<file path="src/rtl/mppt_po_pkg.sv">
// Shared constants for the perturb-and-observe MPPT duty controller.
// Holds field widths, configuration register indexes and fixed scale factors.
// Depends on nothing; used by the top level by scoped names.
`default_nettype none

package mppt_po_pkg;

  localparam int unsigned SENSE_W    = 16;
  localparam int unsigned POWER_W    = 24;
  localparam int unsigned MARGIN_W   = 7;
  localparam int unsigned CFG_DATA_W = 16;
  localparam int unsigned CFG_IDX_W  = 3;

  // 100 times the largest input voltage fits in 23 bits.
  localparam int unsigned DEN_W      = 23;
  localparam int unsigned PCT_SCALE  = 100;

  localparam logic [CFG_DATA_W-1:0] DUTY_CFG_MASK   = 16'h0FFF;
  localparam logic [CFG_DATA_W-1:0] DUTY_FULL_RESET = 16'h0FFF;

  localparam logic [CFG_IDX_W-1:0] CFG_MPPT_ENABLE     = 3'd0;
  localparam logic [CFG_IDX_W-1:0] CFG_CHARGER_OUTPUT  = 3'd1;
  localparam logic [CFG_IDX_W-1:0] CFG_CURRENT_LIMIT   = 3'd2;
  localparam logic [CFG_IDX_W-1:0] CFG_VOLTAGE_LIMIT   = 3'd3;
  localparam logic [CFG_IDX_W-1:0] CFG_DUTY_CEILING    = 3'd4;
  localparam logic [CFG_IDX_W-1:0] CFG_DUTY_FULL_SCALE = 3'd5;
  localparam logic [CFG_IDX_W-1:0] CFG_FLOOR_MARGIN    = 3'd6;

endpackage

`default_nettype wire

</file>
<file path="src/rtl/mppt_perturb_observe_cccv.sv">
// Perturb-and-observe MPPT buck duty controller with CC-CV limits.
// Decision logic, duty registers, a bit-serial divider for the predictive floor.
// Depends on mppt_po_pkg.
`default_nettype none

// One sample transfer produces one duty result. For a normal sample, the
// multiply states MUL1 and MUL2 build the floor numerator and denominator,
// then a restoring divider retires one quotient bit per cycle over the
// DUTY_BITS + 23 bit numerator, and the done state clamps and registers the
// duty once the output register is free. A sample with fault or pause set
// goes straight from its transfer to the done state. The input side stalls
// while a sample is in work, so a new sample can be taken in the same cycle
// as the result is offered; a finished result waits in the output register,
// so a new sample can be taken while it is still unread.
module mppt_perturb_observe_cccv #(
  parameter int unsigned DUTY_BITS = 12
) (
  input  wire logic                                    clk_i,
  input  wire logic                                    rst_ni,

  input  wire logic                                    cfg_we_i,
  input  wire logic [mppt_po_pkg::CFG_IDX_W-1:0]       cfg_idx_i,
  input  wire logic [mppt_po_pkg::CFG_DATA_W-1:0]      cfg_data_i,

  input  wire logic                                    in_valid_i,
  output      logic                                    in_stall_o,
  input  wire logic [mppt_po_pkg::SENSE_W-1:0]         input_voltage_i,
  input  wire logic [mppt_po_pkg::SENSE_W-1:0]         output_voltage_i,
  input  wire logic [mppt_po_pkg::SENSE_W-1:0]         output_current_i,
  input  wire logic [mppt_po_pkg::POWER_W-1:0]         input_power_i,
  input  wire logic                                    fault_i,
  input  wire logic                                    pause_i,

  output      logic                                    out_valid_o,
  input  wire logic                                    out_stall_i,
  output      logic [DUTY_BITS-1:0]                    duty_o,
  output      logic                                    buck_on_o
);

  localparam int unsigned SW    = mppt_po_pkg::SENSE_W;
  localparam int unsigned PW    = mppt_po_pkg::POWER_W;
  localparam int unsigned MW    = mppt_po_pkg::MARGIN_W;
  localparam int unsigned DENW  = mppt_po_pkg::DEN_W;
  localparam int unsigned PA_W  = MW + DUTY_BITS;
  localparam int unsigned PROD_W = PA_W + SW;
  localparam int unsigned CNT_W = $clog2(PROD_W);
  localparam int unsigned DX_W  = DUTY_BITS + 2;

  localparam logic [2:0] ST_IDLE = 3'd0;
  localparam logic [2:0] ST_MUL1 = 3'd1;
  localparam logic [2:0] ST_MUL2 = 3'd2;
  localparam logic [2:0] ST_DIV  = 3'd3;
  localparam logic [2:0] ST_DONE = 3'd4;

  logic [2:0]           state_q, state_d;

  logic                 mppt_en_q;
  logic                 charger_q;
  logic [SW-1:0]        cur_lim_q;
  logic [SW-1:0]        volt_lim_q;
  logic [DUTY_BITS-1:0] ceil_q;
  logic [DUTY_BITS-1:0] full_q;
  logic [MW-1:0]        margin_q;

  logic [DUTY_BITS-1:0] duty_q;
  logic [PW-1:0]        prev_pwr_q;
  logic [SW-1:0]        prev_vin_q;

  logic                 off_q;
  logic signed [1:0]    step_q;
  logic signed [1:0]    step_d;
  logic [SW-1:0]        vin_q;
  logic [SW-1:0]        vout_q;
  logic [PA_W-1:0]      prod_a_q;
  logic [DENW-1:0]      den_q;
  logic [PROD_W-1:0]    num_q;
  logic [DENW-1:0]      rem_q;
  logic [CNT_W-1:0]     cnt_q;

  logic                 out_valid_q;
  logic [DUTY_BITS-1:0] out_duty_q;
  logic                 out_on_q;

  logic                 in_xfer;
  logic                 out_free;
  logic                 upd_prev;
  logic [mppt_po_pkg::CFG_DATA_W-1:0] cfg_duty_val;

  logic [DENW:0]        rem_sh;
  logic [DENW:0]        rem_diff;
  logic                 q_bit;

  logic [DUTY_BITS-1:0] floor_val;
  logic signed [DX_W-1:0] d_step;
  logic signed [DX_W-1:0] d_lo;
  logic signed [DX_W-1:0] d_ceil;
  logic signed [DX_W-1:0] d_clamp;

  assign in_stall_o  = (state_q != ST_IDLE);
  assign in_xfer     = in_valid_i && !in_stall_o;
  assign out_free    = !out_valid_q || !out_stall_i;
  assign out_valid_o = out_valid_q;
  assign duty_o      = out_duty_q;
  assign buck_on_o   = out_on_q;

  assign cfg_duty_val = cfg_data_i & mppt_po_pkg::DUTY_CFG_MASK;

  // Duty step decision and whether the tracking history is refreshed.
  always_comb begin
    step_d   = 2'sd0;
    upd_prev = 1'b0;
    if (output_current_i > cur_lim_q) begin
      step_d = -2'sd1;
    end else if (output_voltage_i > volt_lim_q) begin
      step_d = -2'sd1;
    end else if (!mppt_en_q) begin
      if (output_voltage_i < volt_lim_q) begin
        step_d = 2'sd1;
      end
    end else begin
      upd_prev = 1'b1;
      if (input_power_i > prev_pwr_q && input_voltage_i > prev_vin_q) begin
        step_d = -2'sd1;
      end else if (input_power_i > prev_pwr_q && input_voltage_i < prev_vin_q) begin
        step_d = 2'sd1;
      end else if (input_power_i < prev_pwr_q && input_voltage_i > prev_vin_q) begin
        step_d = 2'sd1;
      end else if (input_power_i < prev_pwr_q && input_voltage_i < prev_vin_q) begin
        step_d = -2'sd1;
      end else if (output_voltage_i < volt_lim_q) begin
        step_d = 2'sd1;
      end
    end
  end

  // One restoring division step.
  assign rem_sh   = {rem_q, num_q[PROD_W-1]};
  assign rem_diff = rem_sh - {1'b0, den_q};
  assign q_bit    = (rem_sh >= {1'b0, den_q});

  // Predictive floor, step and clamp.
  always_comb begin
    if (!charger_q || den_q == '0) begin
      floor_val = '0;
    end else if (num_q > PROD_W'(ceil_q)) begin
      floor_val = ceil_q;
    end else begin
      floor_val = num_q[DUTY_BITS-1:0];
    end
    d_step = $signed({2'b00, duty_q}) + $signed({{DUTY_BITS{step_q[1]}}, step_q});
    d_lo   = $signed({2'b00, floor_val});
    d_ceil = $signed({2'b00, ceil_q});
    if (d_step < d_lo) begin
      d_clamp = d_lo;
    end else if (d_step > d_ceil) begin
      d_clamp = d_ceil;
    end else begin
      d_clamp = d_step;
    end
  end

  always_comb begin
    state_d = state_q;
    unique case (state_q)
      ST_IDLE: begin
        if (in_xfer) begin
          state_d = (fault_i || pause_i) ? ST_DONE : ST_MUL1;
        end
      end
      ST_MUL1: state_d = ST_MUL2;
      ST_MUL2: state_d = ST_DIV;
      ST_DIV: begin
        if (cnt_q == CNT_W'(PROD_W - 1)) begin
          state_d = ST_DONE;
        end
      end
      ST_DONE: begin
        if (out_free) begin
          state_d = ST_IDLE;
        end
      end
      default: state_d = ST_IDLE;
    endcase
  end

  always_ff @(posedge clk_i or negedge rst_ni) begin
    if (!rst_ni) begin
      state_q     <= ST_IDLE;
      mppt_en_q   <= 1'b1;
      charger_q   <= 1'b1;
      cur_lim_q   <= '0;
      volt_lim_q  <= '0;
      ceil_q      <= '0;
      full_q      <= mppt_po_pkg::DUTY_FULL_RESET[DUTY_BITS-1:0];
      margin_q    <= '0;
      duty_q      <= '0;
      prev_pwr_q  <= '0;
      prev_vin_q  <= '0;
      out_valid_q <= 1'b0;
    end else begin
      state_q <= state_d;

      if (cfg_we_i) begin
        unique case (cfg_idx_i)
          mppt_po_pkg::CFG_MPPT_ENABLE:     mppt_en_q  <= cfg_data_i[0];
          mppt_po_pkg::CFG_CHARGER_OUTPUT:  charger_q  <= cfg_data_i[0];
          mppt_po_pkg::CFG_CURRENT_LIMIT:   cur_lim_q  <= cfg_data_i[SW-1:0];
          mppt_po_pkg::CFG_VOLTAGE_LIMIT:   volt_lim_q <= cfg_data_i[SW-1:0];
          mppt_po_pkg::CFG_DUTY_CEILING:    ceil_q     <= cfg_duty_val[DUTY_BITS-1:0];
          mppt_po_pkg::CFG_DUTY_FULL_SCALE: full_q     <= cfg_duty_val[DUTY_BITS-1:0];
          mppt_po_pkg::CFG_FLOOR_MARGIN:    margin_q   <= cfg_data_i[MW-1:0];
          default: ;
        endcase
      end

      if (in_xfer && !(fault_i || pause_i) && upd_prev) begin
        prev_pwr_q <= input_power_i;
        prev_vin_q <= input_voltage_i;
      end

      if (state_q == ST_DONE && out_free) begin
        duty_q <= off_q ? '0 : d_clamp[DUTY_BITS-1:0];
      end

      if (state_q == ST_DONE && out_free) begin
        out_valid_q <= 1'b1;
      end else if (!out_stall_i) begin
        out_valid_q <= 1'b0;
      end
    end
  end

  // Datapath registers; no reset needed.
  always_ff @(posedge clk_i) begin
    if (in_xfer) begin
      off_q  <= fault_i || pause_i;
      step_q <= step_d;
      vin_q  <= input_voltage_i;
      vout_q <= output_voltage_i;
    end
    if (state_q == ST_MUL1) begin
      prod_a_q <= PA_W'(margin_q) * PA_W'(full_q);
      den_q    <= DENW'(vin_q) * DENW'(mppt_po_pkg::PCT_SCALE);
    end
    if (state_q == ST_MUL2) begin
      num_q <= PROD_W'(prod_a_q) * PROD_W'(vout_q);
      rem_q <= '0;
      cnt_q <= '0;
    end
    if (state_q == ST_DIV) begin
      num_q <= {num_q[PROD_W-2:0], q_bit};
      rem_q <= q_bit ? rem_diff[DENW-1:0] : rem_sh[DENW-1:0];
      cnt_q <= cnt_q + CNT_W'(1);
    end
    if (state_q == ST_DONE && out_free) begin
      out_duty_q <= off_q ? '0 : d_clamp[DUTY_BITS-1:0];
      out_on_q   <= !off_q;
    end
  end

endmodule

`default_nettype wire
</file>
<file path="config.mk">
export PLATFORM = sky130hd
export DESIGN_NAME = mppt_perturb_observe_cccv
export DESIGN_NICKNAME = d
export VERILOG_FILES = /design/src/rtl/mppt_po_pkg.sv /design/src/rtl/mppt_perturb_observe_cccv.sv
export SDC_FILE = /design/constraint.sdc
export NUM_CORES = 2
export LEC_CHECK = 0
export BUFFER_PORTS_ARGS = -buffer_cell sky130_fd_sc_hd__buf_4
export CAP_MARGIN = 20
export CORE_MARGIN = 1.5
export CORE_UTILIZATION = 55
export DETAILED_ROUTE_END_ITERATION = 10
export HOLD_SLACK_MARGIN = 0.15
export PLACE_DENSITY = 0.84
export SETUP_SLACK_MARGIN = 0.15
export SKIP_CTS_REPAIR_TIMING = 1
export SLEW_MARGIN = 20
export SYNTH_ARGS = -nofsm -noshare
export SYNTH_HDL_FRONTEND = slang
export SYNTH_SLANG_ARGS = --single-unit
</file>
<file path="constraint.sdc">
create_clock -name clk_i -period 8.4 [get_ports clk_i]
set_clock_uncertainty 0.15 [all_clocks]
set_input_delay 0.42 -clock clk_i [delete_from_list [all_inputs] [get_ports clk_i]]
set_output_delay 0.42 -clock clk_i [all_outputs]
set_load 0.1 [all_outputs]
</file>
After elaboration in Yosys (flattened, before gate mapping)
Index checks and enable logic that the tools add are counted.
{ "classes": {"add_sub_neg": 3, "mul": 3, "n_lt_le_gt_ge": 11, "eq_ne": 15, "n_mux": 28, "n_reduce_logical": 31} }
{ "ops": {"columns": ["cell", "n"], "rows": [
  ["2-to-1 mux 35 bit", 2],
  ["2-to-1 mux 23 bit", 3],
  ["2-to-1 mux 12 bit", 5],
  ["greater-than comparator 16 bit", 3],
  ["greater-than comparator 35 x 12 -> 1 bit", 1],
  ["multiplier 19 x 16 -> 35 bit", 1],
  ["< comparator 16 bit", 2],
  [">= comparator 24 x 23 -> 1 bit", 1],
  ["greater-than comparator 24 bit", 1],
  ["< comparator 24 bit", 1],
  ["zero test 23 bit", 1],
  ["subtractor 23 bit", 1],
  ["multiplier 16 x 5 -> 21 bit, second input constant", 1],
  ["multiplier 7 x 12 -> 19 bit", 1],
  ["one-hot mux 3 bit (5 select lines)", 1],
  ["adder 13 x 2 -> 14 bit", 1],
  ["greater-than comparator 14 x 13 -> 1 bit", 1],
  ["< comparator 14 x 13 -> 1 bit", 1],
  ["AND reduction 2 bit", 7],
  ["== test 3 x 2 -> 1 bit, second input constant", 4],
  ["== test 3 bit, second input constant", 4],
  ["2-to-1 mux 3 bit", 4],
  ["2-to-1 mux 6 bit", 2],
  ["2-to-1 mux 2 bit", 5],
  ["other kinds (14)", 37]
]} }
{ "word_totals": {"register_bits": 273, "out_inout_bits": 15, "elab_cells": 114} }

Logic depth before layout (Yosys ltp)
{ "depth": {"ltp_word": 7, "ltp_mapped": 25, "ltp_nobuf": 23} }

Worst setup path before layout
Ideal clock, no wire load.
{ "synth_path": {"path_kind": "flip-flop to flip-flop", "start": "reg vout_q[12]", "end": "reg num_q[33], data pin", "arrival_time_ns": 6.247, "required_time_ns": 7.987, "slack_ns": 1.740, "stages_incl_launch_ff": 23, "path_buffers": 2, "synth_period_minus_slack_ns": 6.660, "cell_sequence": "edfxtp_1 > clkbuf_1 > clkbuf_1 > nand2_1 > fa_1 > inv_1 > fa_1 > fa_1 > fa_1 > fa_1 > inv_1 > fa_1 > inv_1 > ha_1 > a211oi_1 > o21bai_1 > a21o_1 > a2111o_1 > a41o_1 > a311o_1 > a21oi_1 > xor2_1 > o21ai_1"} }
{ "synth_via": {"elab_chain_len": 3} }
{ "synth_lines": {"columns": ["item", "line", "rtl"], "rows": [
  ["start: declaration", "mppt_perturb_observe_cccv.sv:73", "logic [SW-1:0] vout_q;"],
  ["start signal: assignment", "mppt_perturb_observe_cccv.sv:239", "vout_q <= output_voltage_i;"],
  ["multiplier 19 x 16 -> 35 bit", "mppt_perturb_observe_cccv.sv:246", "num_q <= PROD_W'(prod_a_q) * PROD_W'(vout_q);"],
  ["2-to-1 mux 35 bit", "mppt_perturb_observe_cccv.sv:245", "if (state_q == ST_MUL2) begin"],
  ["2-to-1 mux 35 bit", "mppt_perturb_observe_cccv.sv:250", "if (state_q == ST_DIV) begin"],
  ["end signal: assignment", "mppt_perturb_observe_cccv.sv:246", null],
  ["end signal: assignment", "mppt_perturb_observe_cccv.sv:251", "num_q <= {num_q[PROD_W-2:0], q_bit};"],
  ["end: declaration", "mppt_perturb_observe_cccv.sv:76", "logic [PROD_W-1:0] num_q;"]
]} }
No other way between the ends. The select of a mux whose other input is x is not followed.
A chain may end at the register's enable or synchronous reset.

Worst setup path after layout
{ "layout_path": {"start": "reg vout_q[12]", "end": "reg num_q[34], data pin"} }
The elaborated chain is that of the path after synthesis.

==> flow_summary.yaml <==
run_status:
  status: "finished clean"
clocking:
  cts_sinks: 273
  cts_tree: "done"
  h-tree-depth: 1
  clkLatencyLatePin_ns: 0.58
  cts.path.max_buffers: 3
  cts.reportedPaths.clkPinSlew_ns: 0.07
  cts_root_buffer: "clkbuf_16"
  cts_buffers: 30
routing:
  wl_per_cell_um: 19.23
  ant_nets: 0
  drt-pass1-iter-count: 5
  drc_errors: 0
  wirelength_um: 73650
  drtIter0Drc: 1938
  vias: 22460
  via_per_inst: 5.864
floorplanning:
  ioPinCount: 113
  num_rows: 83
  core_area_mm2: 0.05172
  die_area_mm2: 0.05413
  die_w_um: 232.7
  die_h_um: 232.7
  initial_core_util_pct: 56.09
timing:
  drv_slew: 0
  fin_crit_ns: 7.212
  fmax_mhz: 138.7
  setup_viol: 0
  fin_tns_setup_ns: 0
  rsz0062_at_grt: "no"
  hold_viol_final: 0
  max-slew-margin-rel_pct: 36.02
  finalCritPeriodShare_pct: 85.86
  tightest_slew_ns: 0.9547
synth:
  yosysTopAreaCellShare_pct: 20.57
  yosys.area.top_type: "fa_1"
  synthCells: 2984
  synth-seq-cells: 273
  ys_warn_count: 0
  synth_fp_nets: 3719
  seq_area_frac_synth_pct: 26.23
  avgSynthCellArea_um2: 9.721
  synth_edf_count: 152
  synthTopCellsByArea: "fa_1 21%, edfxtp_1 16%, ha_1 15%"
  async_flop_share_pct: 44.32
  synth_ff_type: "edfxtp_1"
  synth_area_mm2: 0.02901
  synth.distinct_cells: 75
global_route:
  track_usage_pct: 25.95
  grt_max_degree: 67
  gr-total-overflow: 0
  grt_pass1_wl_um: 112300
  grt_pass1_vias: 22130
  antenna_found_initial: 1
placement:
  io_buffers: 112
  hpwl_um: 52550
  routabilityCongestion: 0.9220
cells_and_area:
  finalNetCount: 3861
  diodes: 0
  drive_gt1_share_pct: 10.19
  final_cell_mix: "506 x inv_1, 359 x nand2_1, 339 x ha_1, 298 x fa_1, 175 x and2_1"
  syn2layout_area_growth_pct: 11.47
  mostFrequentLayoutCell: "inv_1"
  nFillCells: 3925
critical_path:
  worstSetupPathType: "flop to flop"
  start_kind: "flop"
  cpMostUsedCell: "fa_1"
  worst_path_max_delay_cell: "edfxtp_1"
  reg2reg_depth: 20
  crit_path_max_fanout: 19
  crit_chain: "nand2_1, fa_1, inv_1, fa_1, fa_1, fa_1, fa_1, inv_1, fa_1, inv_1, ha_1, a211oi_1, o21ai_0, a2111oi_0, o21ai_0, nand2_1, o21ai_0, a41oi_1, mux2i_1, nor2_1"
  required_ns: 8.57
  arrival_ns: 7.38
  end_kind: "flop"
  crit_path_max_incr_delay_ns: 0.87
flow_run:
  max_cap_violations: 0
worst_hold_path:
  hp-class: "input port to flop"
  min_path_cells: 3
==> cells in the mapped netlist (all sizes together), types with 18 or more instances <==
master / n
a21oi: 108
inv: 506
nand4: 33
xor2: 31
and2: 175
clkbuf: 81
nand2: 359
nor2b: 18
dfrtp: 107
edfxtp: 152
nand3: 36
a21o: 51
mux2: 87
a211oi: 22
mux2i: 26
ha: 339
o21a: 25
nor3: 22
fa: 298
o21ai: 107
or3: 23
nor2: 111
xnor2: 51
==> final timing paths <==
path	start	end	slack, ns
worst max-delay path	vout_q[12]$_DFFE_PP_	num_q[34]$_DFFE_PP_	1.19
max in group asynchronous	rst_ni	ceil_q[1]$_DFFE_PN0P_	6.44
worst min register to register	vin_q[2]$_DFFE_PP_	den_q[4]$_DFFE_PP_	0.36
min in group asynchronous	rst_ni	duty_q[6]$_DFFE_PN0P_	0.32
worst max register to register	vout_q[12]$_DFFE_PP_	num_q[34]$_DFFE_PP_	1.19
worst min-delay path	pause_i	off_q$_DFFE_PP_	0.17
==> layer usage <==
layer / vias up / track usage, % / routed length, µm
li1: 10161 / - / -
met3: 216 / 4.620 / 6299
met4: 2 / 8.972 / 3325
met2: 1083 / 42.51 / 34730
met1: 10998 / 34.72 / 29280
met5: - / 0 / 13
==> stage by stage <==
stage                     hold WS [ns]  instances  setup WS (ns)  area, µm²  util, %
after floorplan               -0.02559       2984          1.740      29010        -
after global placement          0.3300       3694          1.321      30470    58.92
after detailed placement        0.3437       3695          1.239      30480    58.93
after CTS                      -0.2210       3751          1.252      31530    60.96
after global routing            0.1644       3830         0.8631      32340    62.52
final                           0.1666       3830          1.188      32340    62.52
==> registers in the layout, summed over array words and instances, names as in the netlist, 16 cells and up <==
| register | flops |
|---|---|
| num_q | 35 |
| prev_pwr_q | 24 |
| rem_q | 23 |
| den_q | 21 |
| prod_a_q | 19 |
| cur_lim_q | 16 |
| prev_vin_q | 16 |
| vin_q | 16 |
| volt_lim_q | 16 |
| vout_q | 16 |
==> worst max-delay path, delay by kind of cell, from the launching register on <==
kind                     cells  cell delay, ns
AND/OR/NAND/NOR              3            0.40
buffers and inverters        3            0.14
adder cells (fa/ha/maj)      7            3.51
multiplexers                 1            0.21
AO/OA/AOI/OAI                6            1.68
flip-flops                   1            0.87
==> cell type report <==
cell class                 count  area (µm²)  share of cell area (%)
clock buffer                  39       848.3                   2.623
sequential                   273        7610                   23.53
multi-input combinational   2109       19170                   59.28
tap                          680       850.8                   2.631
inverter                     506        1899                   5.874
timing repair buffer         206        1759                   5.440
clock inverter                17       200.2                  0.6191
==> logic make-up (layout without fill, tap and decap cells) <==
group | count (synthesis) | count (layout) | share of synthesized area, %
AND/OR/NAND/NOR | 843 | 843 | 14.07
adder cells (fa/ha/maj) | 637 | 637 | 35.19
buffers and inverters | 602 | 768 | 7.880
AO/OA/AOI/OAI | 434 | 434 | 9.882
flip-flops | 273 | 273 | 26.23
multiplexers | 113 | 113 | 4.275
XOR/XNOR | 82 | 82 | 2.476
Power is not shown: default switching activity piles up to over one toggle a cycle in this logic, so the estimate is an artifact.
